### src/rtl/rdpm_pkg.sv
// shared types and constants for the radial distortion pixel map
`timescale 1ns / 1ps
`default_nettype none
package rdpm_pkg;

    localparam int CFG_IDX_W = 3;
    localparam int CFG_DATA_W = 13;

    localparam logic [CFG_IDX_W-1:0] CFG_LEVEL = 3'd0;
    localparam logic [CFG_IDX_W-1:0] CFG_CX    = 3'd1;
    localparam logic [CFG_IDX_W-1:0] CFG_CY    = 3'd2;
    localparam logic [CFG_IDX_W-1:0] CFG_FW    = 3'd3;
    localparam logic [CFG_IDX_W-1:0] CFG_FH    = 3'd4;

    localparam logic [7:0]  LEVEL_RST = 8'd65;
    localparam logic [12:0] FRAME_RST = 13'd400;

    localparam logic signed [9:0]  LEVEL_ZERO = 10'sd65;
    localparam logic signed [27:0] K_SCALE4   = 28'sd40000000;

    localparam int DEST_W = 12;

    typedef struct packed {
        logic [7:0] red;
        logic [7:0] green;
        logic [7:0] blue;
        logic       okx;
        logic       oky;
    } t_side;

endpackage
`default_nettype wire

### src/rtl/rdpm_cell.sv
// one restoring division cell: one quotient bit for both axes
`timescale 1ns / 1ps
`default_nettype none
module rdpm_cell #(
    parameter int DW = 40,
    parameter int XW = 52,
    parameter int QB = 12,
    parameter int SHIFT = 0
) (
    input  wire logic            i_clk,
    input  wire logic            i_rst_n,
    input  wire logic            i_en,
    input  wire logic            i_vld,
    input  wire rdpm_pkg::t_side i_side,
    input  wire logic [DW-1:0]   i_d2,
    input  wire logic [XW-1:0]   i_rx,
    input  wire logic [XW-1:0]   i_ry,
    input  wire logic [QB-1:0]   i_qx,
    input  wire logic [QB-1:0]   i_qy,
    output logic                 o_vld,
    output rdpm_pkg::t_side      o_side,
    output logic [DW-1:0]        o_d2,
    output logic [XW-1:0]        o_rx,
    output logic [XW-1:0]        o_ry,
    output logic [QB-1:0]        o_qx,
    output logic [QB-1:0]        o_qy
);
    import rdpm_pkg::*;

    logic [XW-1:0] dsh;
    logic [XW:0]   tx, ty;
    logic [QB-1:0] bitm;
    logic          r_vld;
    t_side         r_side;
    logic [DW-1:0] r_d2;
    logic [XW-1:0] r_rx, r_ry;
    logic [QB-1:0] r_qx, r_qy;

    assign dsh  = XW'(i_d2) << SHIFT;
    assign tx   = {1'b0, i_rx} - {1'b0, dsh};
    assign ty   = {1'b0, i_ry} - {1'b0, dsh};
    assign bitm = QB'(1) << SHIFT;

    always_ff @(posedge i_clk) begin
        if (!i_rst_n) begin
            r_vld <= 1'b0;
        end else if (i_en) begin
            r_vld <= i_vld;
        end
    end

    always_ff @(posedge i_clk) begin
        if (i_en) begin
            r_side <= i_side;
            r_d2   <= i_d2;
            r_rx   <= tx[XW] ? i_rx : tx[XW-1:0];
            r_ry   <= ty[XW] ? i_ry : ty[XW-1:0];
            r_qx   <= tx[XW] ? i_qx : (i_qx | bitm);
            r_qy   <= ty[XW] ? i_qy : (i_qy | bitm);
        end
    end

    assign o_vld  = r_vld;
    assign o_side = r_side;
    assign o_d2   = r_d2;
    assign o_rx   = r_rx;
    assign o_ry   = r_ry;
    assign o_qx   = r_qx;
    assign o_qy   = r_qy;

endmodule
`default_nettype wire

### config.mk
export PLATFORM = sky130hd
export DESIGN_NAME = rdpm_cell
export DESIGN_NICKNAME = d
export VERILOG_FILES = /design/src/rtl/rdpm_pkg.sv /design/src/rtl/rdpm_cell.sv
export SDC_FILE = /design/constraint.sdc
export NUM_CORES = 1
export LEC_CHECK = 0
export BUFFER_PORTS_ARGS = -buffer_cell sky130_fd_sc_hd__buf_4
export CORE_MARGIN = 2
export CORE_UTILIZATION = 41
export CTS_BUF_LIST = sky130_fd_sc_hd__clkbuf_8
export CTS_CLUSTER_SIZE = 24
export DETAILED_ROUTE_END_ITERATION = 16
export PLACE_DENSITY = 0.78
export SKIP_CTS_REPAIR_TIMING = 1
export SYNTH_ARGS = -nofsm -noshare
export SYNTH_HDL_FRONTEND = slang
export SYNTH_SLANG_ARGS = --single-unit
export TNS_END_PERCENT = 100
### constraint.sdc
create_clock -name i_clk -period 3.98 [get_ports i_clk]
set_input_delay 0.199 -clock i_clk [delete_from_list [all_inputs] [get_ports i_clk]]
set_output_delay 0.199 -clock i_clk [all_outputs]
set_load 0.02 [all_outputs]
======== Yosys cells after proc, flatten, opt, wreduce, memory -nomap -nowiden ========
Index checks and enable logic that the tools add are counted.
storage, ports and cells
  bits in registers ....................... 195
  bits of input ports ..................... 198
  output and inout port bits .............. 195
  word-level logic and storage cells ...... 17
operators by class
  add/sub/neg operators ................... 2
  muxes and demuxes ....................... 2
operator list
  kind                                            number
  52-bit by 40-bit subtractor with 53-bit output  2
  52-bit 2-to-1 mux                               2

======== Longest topological paths before layout ========
Gate-level depths: netlist of run 1.
  word-level depth ........................ 2
  mapped depth ............................ 14
  mapped depth without buffers ............ 12

======== Worst setup path after synthesis of run 1 ========
OpenSTA, ideal clock, no wires.
  kind .................................... input-to-reg
  from .................................... in i_rx[0]
  to ...................................... reg r_rx[41] (netlist: o_rx[41]), data pin
  library setup time ...................... 260 ps
  arrival ................................. 2,626 ps
  required time ........................... 3,720 ps
  path slack .............................. 1,094 ps
  stages .................................. 13
  buffers on the path ..................... 1
  cells stage by stage .................... inv_1 > ha_1 > fa_1 > nor2b_1 > o31ai_1 > a2111o_1 > nand3_2 > o2111ai_1 > and2_1 > clkbuf_1 > or4_1 > nor2_1 > xor2_1
on the way
  longest elaborated chain between the ends .. 2
ends and longest elaborated chain
  item                                            line             text
  from (decl)                                     rdpm_cell.sv:16  input wire logic [XW-1:0] i_rx,
  52-bit by 40-bit subtractor with 53-bit output  rdpm_cell.sv:40  assign tx = {1'b0, i_rx} - {1'b0, dsh};
  52-bit 2-to-1 mux                               rdpm_cell.sv:56  r_rx <= tx[XW] ? i_rx : tx[XW-1:0];
  to (signal assigned)                            rdpm_cell.sv:56
  to (decl)                                       rdpm_cell.sv:36  logic [XW-1:0] r_rx, r_ry;
No other way between the ends.
A chain may end at the register's enable or synchronous reset.

======== Worst setup path after layout of run 1 ========
  from .................................... in i_d2[0]
  to ...................................... reg r_ry[38] (netlist: o_ry[38]), data pin
on the way
  longest elaborated chain between the ends .. 2
ends and longest elaborated chain
  item                                            line             text
  from (decl)                                     rdpm_cell.sv:15  input wire logic [DW-1:0] i_d2,
  52-bit by 40-bit subtractor with 53-bit output  rdpm_cell.sv:41  assign ty = {1'b0, i_ry} - {1'b0, dsh};
  52-bit 2-to-1 mux                               rdpm_cell.sv:57  r_ry <= ty[XW] ? i_ry : ty[XW-1:0];
  to (signal assigned)                            rdpm_cell.sv:57
  to (decl)                                       rdpm_cell.sv:36
No other way between the ends.

==> results of run 1 <==
kinds of logic (layout without fill, tap and decap cells):
kind of cell	count (synthesis)	in the layout	share of synthesized area
AO/OA/AOI/OAI	367	367	0.1871
XOR/XNOR	92	92	0.06611
adder cells (fa/ha/maj)	82	82	0.08541
buffers and inverters	111	598	0.03696
flip-flops	195	195	0.4796
multiplexers	7	7	0.006159
other	0	2	0
AND/OR/NAND/NOR	351	351	0.1386
flip-flops by register name, summed over array words and instances (netlist names):
signal  cells
o_d2       40
o_qy       12
o_side     26
o_vld       1
o_qx       12
o_rx       52
o_ry       52
worst paths after layout:
check / from / endpoint / slack [ns] / cells after the start
hold reg to reg: o_vld / o_vld / 1.08 / 3
hold / removal: i_ry[9] / o_ry[9] / 0.002 / 3
setup / recovery: i_d2[0] / o_ry[38] / 0.30 / 13
setup reg to reg: o_vld / o_vld / 2.82 / 3
routing by layer:
metal | GRT usage | up-vias | part of all wire
met4 | 0.08574 | 0 | 0.028
met1 | 0.3340 | 5467 | 0.42
met3 | 0.04048 | 69 | 0.067
met2 | 0.4105 | 573 | 0.48
li1 | - | 5410 | -
met5 | 0 | - | 0
power groups by stage:
| stage | Clock, mW | Sequential (mW) | Combinational (mW) |
|---|---|---|---|
| 4_1_cts | 1.32 | 2.64 | 1.92 |
| 5_1_grt | 1.39 | 2.66 | 2.16 |
| 3_5_place_dp | 0 | 2.68 | 1.91 |
| 3_3_place_gp | 0 | 2.68 | 1.90 |
| 2_1_floorplan | 0 | 2.98 | 0.760 |
| 6_report | 1.29 | 2.64 | 2.02 |
worst max-delay path, stage by stage:
cell and delay (ns):
dlygate4sd3_1 0.54, buf_4 0.16, ha_1 0.21, fa_1 0.41
nor2b_1 0.16, o2111ai_1 0.22, a211oi_1 0.41, o41a_1 0.22
o21ai_2 0.09, o31ai_1 0.65, o21ai_0 0.24, xnor2_1 0.29
o21ai_1 0.10
synth_stat cells, types with 18 or more instances:
cell type	count	share of area
clkbuf_1	34	0.010
nor2_1	90	0.028
a21o_1	36	0.022
xor2_1	43	0.031
nand2_1	121	0.037
edfxtp_1	194	0.48
o21ai_0	101	0.041
nor3_1	18	0.0074
a21oi_1	115	0.047
inv_1	64	0.020
ha_1	80	0.082
xnor2_1	49	0.035
nand4_1	22	0.011
layout make-up:
| class | instances | area (µm²) | area share |
|---|---|---|---|
| diodes | 2 | 5.005 | 0.0002960 |
| clock buffers | 17 | 234.0 | 0.01384 |
| clock inverters | 15 | 148.9 | 0.008806 |
| inverters | 64 | 240.2 | 0.01421 |
| multi-input cells | 899 | 5894 | 0.3486 |
| flip-flops and latches | 195 | 5846 | 0.3457 |
| well taps | 390 | 488.0 | 0.02886 |
| repair buffers | 502 | 4053 | 0.2397 |
==> results by group, run 1 <==
Global route
  – Vias in the first global route: 10.47k
  – Overall Global Routing Usage: 0.2492
  – Initial antenna violation count: 1
  – First-pass GRT wire length: 59.60 mm
  – Total gr overflow: 0
  – Largest net degree at the start of global routing: 106

Floorplan
  – DIE HEIGHT: 176.4 µm
  – Die area: 31,120 µm²
  – Chip width: 176.4 µm
  – Top Ports: 393
  – Initial Utilization: 0.4134
  – # rows: 63
  – CORE AREA: 29,480 µm²

Timing
  – Final Cycle Share: 0.9237
  – Slew Limit Headroom: 0.3463
  – Fmax: 272.0 MHz
  – Setup TNS: 0 ns
  – WHS: 0.002047 ns
  – RSZ-0062 raised after global routing: no
  – Final setup viols: 0
  – Fin crit period: 3.676 ns
  – Final WS setup: 0.3037 ns
  – Worst-Margin Slew: 0.9806 ns
  – Final Hold Fails: 0
  – Final setup skew: 0 ns
  – Max Transition Viols Final: 0

Setup path
  – CP Capture Type: flip-flop
  – CP Launch Type: primary input
  – Crit Path Class: in2reg
  – Critical path arrival: 3.89 ns
  – Worst-path fanout max: 4
  – Critical path required time: 4.20 ns

Logic synthesis
  – Post-synth EDFFs: 194
  – Syn_area_per_cell: 10.11 µm²
  – Ys async rst share: 0
  – Post-synthesis sequential area ratio: 0.4796
  – Synth Instances: 1,205
  – Top FF cell, synth: edfxtp_1
  – Yosys reg bits: 195
  – Yosys warns: 0
  – Synth cell types: 70
  – Synthesized area: 12,190 µm²
  – Syn nets: 1,485

Power
  – Pwr/cell area: 352.2 nW/µm²
  – Sw Share: 0.3389
  – Gate power share: 0.340
  – Clock group share of total power: 0.217
  – Reg power frac: 0.443
  – Peak VDD IR: 0.2496 mV
  – Psw: 2.018 mW
  – Total chip power: 5.956 mW
  – Pleak: 7.199 nW
  – Int Power: 3.937 mW

Final layout
  – Final-layout fill cell count: 2,534
  – Area grow syn2layout: 38.73%
  – Fin nets: 1,959
  – Finished Cell Area: 16,910 µm²
  – Post-layout util: 0.5736
  – Commonest non-fill, non-tap cell in the layout: buf_4
  – Non-Filler Instances: 2,084
  – Most frequent cells in the layout: 398 x buf_4, 194 x edfxtp_1, 120 x nand2_1
  – Share of cells above drive strength 1: 0.2665

Clocking
  – CTS tree: built
  – Clock Sinks: 195
  – H-Tree Depth: 4
  – Root Buffer: clkbuf_8
  – CTS Buffer Depth: 2
  – Clock Latency Late Sink: 0.48 ns
  – Num CTS Buffers: 17
  – Worst-path clk slew: 0.11 ns

Routing
  – First DRT Iteration DRCs: 909
  – Pre-Repair DR Iteration Count: 7
  – Via Count: 11.52k
  – Post-route DRC: 0
  – Drt wl/cell: 20.10 µm
  – Routed Antenna Nets: 0
  – Total Wirelength: 41.89 mm
  – Vias per cell: 5.527

Placed design
  – DP Worst Slack: 0.4305 ns
  – GPL Wtd Cong: 0.9398
  – Dpl cell area: 15,510 µm²
  – Dpl cells: 1,949
  – Post-DP HPWL: 32.49 mm
  – IO buf count: 392

Run
  – Max-cap violations: 0

Run status
  – Status: finished clean

Hold path
  – Hold Crit Class: in2reg
Note: power is estimated with default switching activity, not from simulation.
==> inputs of run 2 (changes only) <==
--- a/config.mk
+++ b/config.mk
@@ -11,6 +11,7 @@
 export CTS_BUF_LIST = sky130_fd_sc_hd__clkbuf_8
 export CTS_CLUSTER_SIZE = 24
 export DETAILED_ROUTE_END_ITERATION = 16
+export HOLD_SLACK_MARGIN = 0.02
 export PLACE_DENSITY = 0.78
 export SKIP_CTS_REPAIR_TIMING = 1
 export SYNTH_ARGS = -nofsm -noshare
==> constraint.sdc (replaced) <==
create_clock -name i_clk -period 3.98 [get_ports i_clk]
set_input_delay 0.199 -clock i_clk [delete_from_list [all_inputs] [get_ports i_clk]]
set_output_delay 0.199 -clock i_clk [all_outputs]
set_load 0.005 [all_outputs]
==> run 2 against run 1 <==
Compared with the run above:
- sequential share of layout area is 0.40 points lower
- global-route usage stayed put
- critical path depth stayed put
- clock skew stayed put
- routed wire length is 0.58% higher
- final cell count is 0.91% higher
- final area is 1.2% higher
- die area stayed put
- count of clock-buffer cells in the layout stayed put
- power is 4.3% lower
- sequential cell count stayed put
- non-clock buffer count is 20 higher
- critical path type unchanged
- critical endpoint unchanged
- largest cell class unchanged
==> results by group, run 2 (same netlist as run 1, synthesis figures left out) <==
Timing
  – Final Cycle Share: 0.9240
  – Final setup skew: 0 ns
  – Final setup viols: 0
  – Setup TNS: 0 ns
  – Final Hold Fails: 0
  – Max Transition Viols Final: 0
  – Fmax: 271.9 MHz
  – Worst-Margin Slew: 0.9236 ns
  – RSZ-0062 raised after global routing: no
  – Slew Limit Headroom: 0.3843
  – Fin crit period: 3.678 ns

Floorplan
  – Initial Utilization: 0.4134
  – Top Ports: 393
  – CORE AREA: 29,480 µm²
  – DIE HEIGHT: 176.4 µm
  – # rows: 63
  – Chip width: 176.4 µm
  – Die area: 31,120 µm²

Setup path
  – Crit Path Class: in2reg
  – R2R setup slack: 2.82 ns
  – R2R Path End: o_vld
  – CP Capture Type: flip-flop
  – Critical path required time: 4.20 ns
  – Critical path arrival: 3.89 ns
  – Worst-path fanout max: 4
  – Reg2Reg Depth: 3
  – Worst R2R Start: o_vld
  – CP Launch Type: primary input

Final layout
  – Fin nets: 1,979
  – Share of cells above drive strength 1: 0.2634
  – Commonest non-fill, non-tap cell in the layout: buf_4
  – Most frequent cells in the layout: 398 x buf_4, 194 x edfxtp_1, 121 x dlygate4sd3_1
  – Final-layout fill cell count: 2,515
  – Area grow syn2layout: 40.36%

Placed design
  – GPL Wtd Cong: 0.9398
  – Post-DP HPWL: 32.49 mm
  – IO buf count: 392

Routing
  – First DRT Iteration DRCs: 962
  – Pre-Repair DR Iteration Count: 5
  – Drt wl/cell: 20.03 µm
  – Vias per cell: 5.524
  – Post-route DRC: 0
  – Via Count: 11.62k
  – Routed Antenna Nets: 0
  – Total Wirelength: 42.13 mm

Clocking
  – Clock Latency Late Sink: 0.48 ns
  – CTS tree: built
  – H-Tree Depth: 4
  – Worst-path clk slew: 0.12 ns
  – CTS Buffer Depth: 2
  – Num CTS Buffers: 17
  – Clock Sinks: 195
  – Root Buffer: clkbuf_8

Hold path
  – HP Start: i_ry[34]
  – Hold Path Sink: o_ry[34]
  – Worst Hold Depth: 3
  – Hold Crit Class: in2reg

Global route
  – Largest net degree at the start of global routing: 106
  – First-pass GRT wire length: 59.60 mm
  – Overall Global Routing Usage: 0.2492
  – Initial antenna violation count: 1
  – Vias in the first global route: 10.47k
  – Total gr overflow: 0

Power
  – Pwr/cell area: 333.2 nW/µm²
  – Peak VDD IR: 0.2470 mV
  – Total chip power: 5.700 mW
  – Pleak: 7.283 nW

Run status
  – Status: finished clean

Run
  – Max-cap violations: 0
[run 2: cell types whose count changed in the layout (fill, tap and decap cells not counted)]
cell,before,now
diode_2,2,1
dlygate4sd3_1,101,121
[run 2: critical path, stage by stage]
cell and delay [ns]:
dlygate4sd3_1 0.54, buf_4 0.16, ha_1 0.21, fa_1 0.41, nor2b_1 0.16, o2111ai_1 0.22, a211oi_1 0.40, o41a_1 0.23
o21ai_2 0.09, o31ai_1 0.65, o21ai_0 0.24, xnor2_1 0.29, o21ai_1 0.10
[run 2: cell type report]
class | count | area [µm²] | area share
multi-input cells | 899 | 5894 | 0.3446
clock inverters | 15 | 148.9 | 0.008704
diodes | 1 | 2.502 | 0.0001463
clock buffers | 17 | 234.0 | 0.01368
flip-flops and latches | 195 | 5846 | 0.3417
repair buffers | 522 | 4253 | 0.2486
inverters | 64 | 240.2 | 0.01404
well taps | 390 | 488.0 | 0.02853
[run 2: power breakdown]
part           internal [mW]  total, mW  switching [mW]
combinational          0.864       1.77           0.902
clock                  0.516       1.30           0.780
sequential              2.56       2.64          0.0804
total                   3.94       5.70            1.76
[run 2: worst max path at each step]
| stage | from | to | slack (ns) | cells past startpoint |
|---|---|---|---|---|
| floorplan | i_rx[0] | o_rx[41] | 1.09 | 13 |
| global placement | i_d2[0] | o_ry[38] | 0.35 | 12 |
| detailed placement | i_d2[0] | o_ry[38] | 0.43 | 12 |
| CTS | i_d2[0] | o_ry[38] | 0.91 | 12 |
| global route | i_d2[0] | o_ry[38] | 0.09 | 13 |
| finish | i_d2[0] | o_ry[38] | 0.30 | 13 |
[run 2: routing by layer]
layer	vias to the layer above	track usage	wire length, µm
met1	5492	0.3340	17830
met3	89	0.04048	2801
met2	579	0.4105	20120
met5	-	0	0
li1	5456	-	-
met4	0	0.08574	1377
[run 2: metrics by stage]
stage               setup slack, ns  std cells  area [µm²]  hold WS, ns  utilization
floorplan                     1.094       1205       12190       0.2979            -
global placement             0.3542       1949       15510       0.3777       0.5261
detailed placement           0.4305       1949       15510       0.3783       0.5261
CTS                          0.9144       1981       15890      -0.1480       0.5391
global route                0.09335       2103       17110      0.01467       0.5803
finish                       0.3023       2103       17110      0.01005       0.5803
==> inputs of run 3 (changes only) <==
--- a/config.mk
+++ b/config.mk
@@ -6,13 +6,15 @@
 export NUM_CORES = 1
 export LEC_CHECK = 0
 export BUFFER_PORTS_ARGS = -buffer_cell sky130_fd_sc_hd__buf_4
+export CELL_PAD_IN_SITES_DETAIL_PLACEMENT = 0
+export CELL_PAD_IN_SITES_GLOBAL_PLACEMENT = 1
 export CORE_MARGIN = 2
-export CORE_UTILIZATION = 41
-export CTS_BUF_LIST = sky130_fd_sc_hd__clkbuf_8
+export CORE_UTILIZATION = 40
+export CTS_BUF_LIST = sky130_fd_sc_hd__clkbuf_4
 export CTS_CLUSTER_SIZE = 24
 export DETAILED_ROUTE_END_ITERATION = 16
 export HOLD_SLACK_MARGIN = 0.02
-export PLACE_DENSITY = 0.78
+export PLACE_DENSITY = 0.94
 export SKIP_CTS_REPAIR_TIMING = 1
 export SYNTH_ARGS = -nofsm -noshare
 export SYNTH_HDL_FRONTEND = slang
==> run 3 against run 2 <==
Compared with the run above:
- sequential power is essentially flat
- combinational power rose by 4%
- final area grew 4.2%
- clock skew unchanged
- maximum frequency decreased by 5.8%
- register-to-register slack about the same
- setup slack got worse by 0.23 ns
- core utilization rose by 1.8 points
- via count rose by 3.2%
- critical path depth is 1 higher
- routed wire length rose by 3.3%
- critical endpoint is now o_ry[42]
==> results by group, run 3 (same netlist as run 1, synthesis figures left out) <==
Timing
  – Setup TNS: 0 ns
  – Final setup viols: 0
  – WHS: 0.3084 ns
  – Final setup skew: 0 ns
  – Final WS setup: 0.07461 ns
  – Final Hold Fails: 0
  – Fmax: 256.1 MHz
  – Final Cycle Share: 0.9813
  – Max Transition Viols Final: 0
  – Fin crit period: 3.905 ns
  – Worst-Margin Slew: 0.9631 ns
  – Slew Limit Headroom: 0.3579

Power
  – Pleak: 7.568 nW
  – Pwr/cell area: 313.2 nW/µm²
  – Total chip power: 5.580 mW
  – Peak VDD IR: 0.1858 mV

Run
  – Max-cap violations: 0

Floorplan
  – Chip width: 178.6 µm
  – Die area: 31,880 µm²
  – CORE AREA: 29,800 µm²
  – DIE HEIGHT: 178.6 µm
  – # rows: 63
  – Initial Utilization: 0.4090
  – Top Ports: 393

Setup path
  – Worst R2R Start: o_vld
  – CP Launch Type: primary input
  – Crit Path Class: in2reg
  – Critical Path Source: i_d2[0]
  – CP Capture Type: flip-flop
  – Critical path required time: 4.34 ns
  – Worst-path fanout max: 5
  – Critical path arrival: 4.27 ns

Routing
  – Pre-Repair DR Iteration Count: 6
  – Total Wirelength: 43.52 mm
  – Routed Antenna Nets: 0
  – Vias per cell: 5.483
  – First DRT Iteration DRCs: 1,148
  – Via Count: 11.99k
  – Post-route DRC: 0
  – Drt wl/cell: 19.91 µm

Clocking
  – Num CTS Buffers: 17
  – CTS tree: built
  – Clock Sinks: 195
  – Root Buffer: clkbuf_4
  – Worst-path clk slew: 0.19 ns
  – Clock Latency Late Sink: 0.59 ns
  – H-Tree Depth: 4
  – CTS Buffer Depth: 2

Global route
  – Vias in the first global route: 10.38k
  – Total gr overflow: 0
  – Initial antenna violation count: 5
  – Overall Global Routing Usage: 0.2416
  – First-pass GRT wire length: 58.17 mm
  – Largest net degree at the start of global routing: 112

Final layout
  – Post-layout util: 0.5980
  – Most frequent cells in the layout: 396 x buf_4, 200 x dlygate4sd3_1, 194 x edfxtp_1
  – Share of cells above drive strength 1: 0.2525
  – Final-layout fill cell count: 2,475
  – Commonest non-fill, non-tap cell in the layout: buf_4
  – Fin nets: 2,057
  – Area grow syn2layout: 46.19%

Placed design
  – DP Worst Slack: 0.5750 ns
  – GPL Wtd Cong: 0.9408
  – IO buf count: 392
  – Post-DP HPWL: 32.39 mm

Run status
  – Status: finished clean

Hold path
  – HP Start: i_qy[8]
  – Hold Crit Class: in2reg
-- run 3: layout make-up --
class	count	area, µm²	share of cell area
diodes	6	15.01	0.0008427
clock buffers	17	127.6	0.007163
clock inverters	15	157.7	0.008848
inverters	64	240.2	0.01348
multi-input cells	899	5894	0.3308
flip-flops and latches	195	5846	0.3281
well taps	390	488.0	0.02739
repair buffers	600	5049	0.2834
-- run 3: routing by layer --
layer  global-route usage  routed length [µm]  vias to the layer above  part of all wire
li1                     -                   -                     5631                 -
met1               0.3240               18110                     5629              0.42
met2               0.3912               20960                      616              0.48
met3              0.03858                2818                      109             0.065
met4              0.09485                1633                        0             0.038
met5                    0                   0                        -                 0
-- run 3: final timing paths --
path / end / slack, ns / depth (start not counted)
max: o_ry[42] / 0.07 / 14
min: o_qy[8] / 0.31 / 2
max reg2reg: o_vld / 2.81 / 3
min reg2reg: o_vld / 1.11 / 3
-- run 3: report_power, final --
part	leakage, nW	switching, mW	total [mW]	internal [mW]
Sequential	1.91	0.0842	2.64	2.56
Combinational	5.51	0.925	1.84	0.916
Clock	0.155	0.808	1.10	0.289
Total	7.57	1.82	5.58	3.76
-- run 3: worst max-delay path, stage by stage --
cell and delay (ns):
dlygate4sd3_1 0.54, buf_4 0.16, ha_1 0.22, fa_1 0.43
nor2b_1 0.16, o2111ai_1 0.24, a211oi_1 0.35, o41a_1 0.22
o21ai_2 0.08, o31ai_1 0.61, o311ai_2 0.26, nand2_1 0.14
xnor2_1 0.07, dlygate4sd3_1 0.58
-- run 3: metrics by stage --
step / std cells / area, µm²
after global placement: 1948 / 15510
after CTS: 1980 / 15800
after global routing: 2185 / 17810
final: 2186 / 17820
after detailed placement: 1948 / 15510
after floorplan: 1205 / 12190
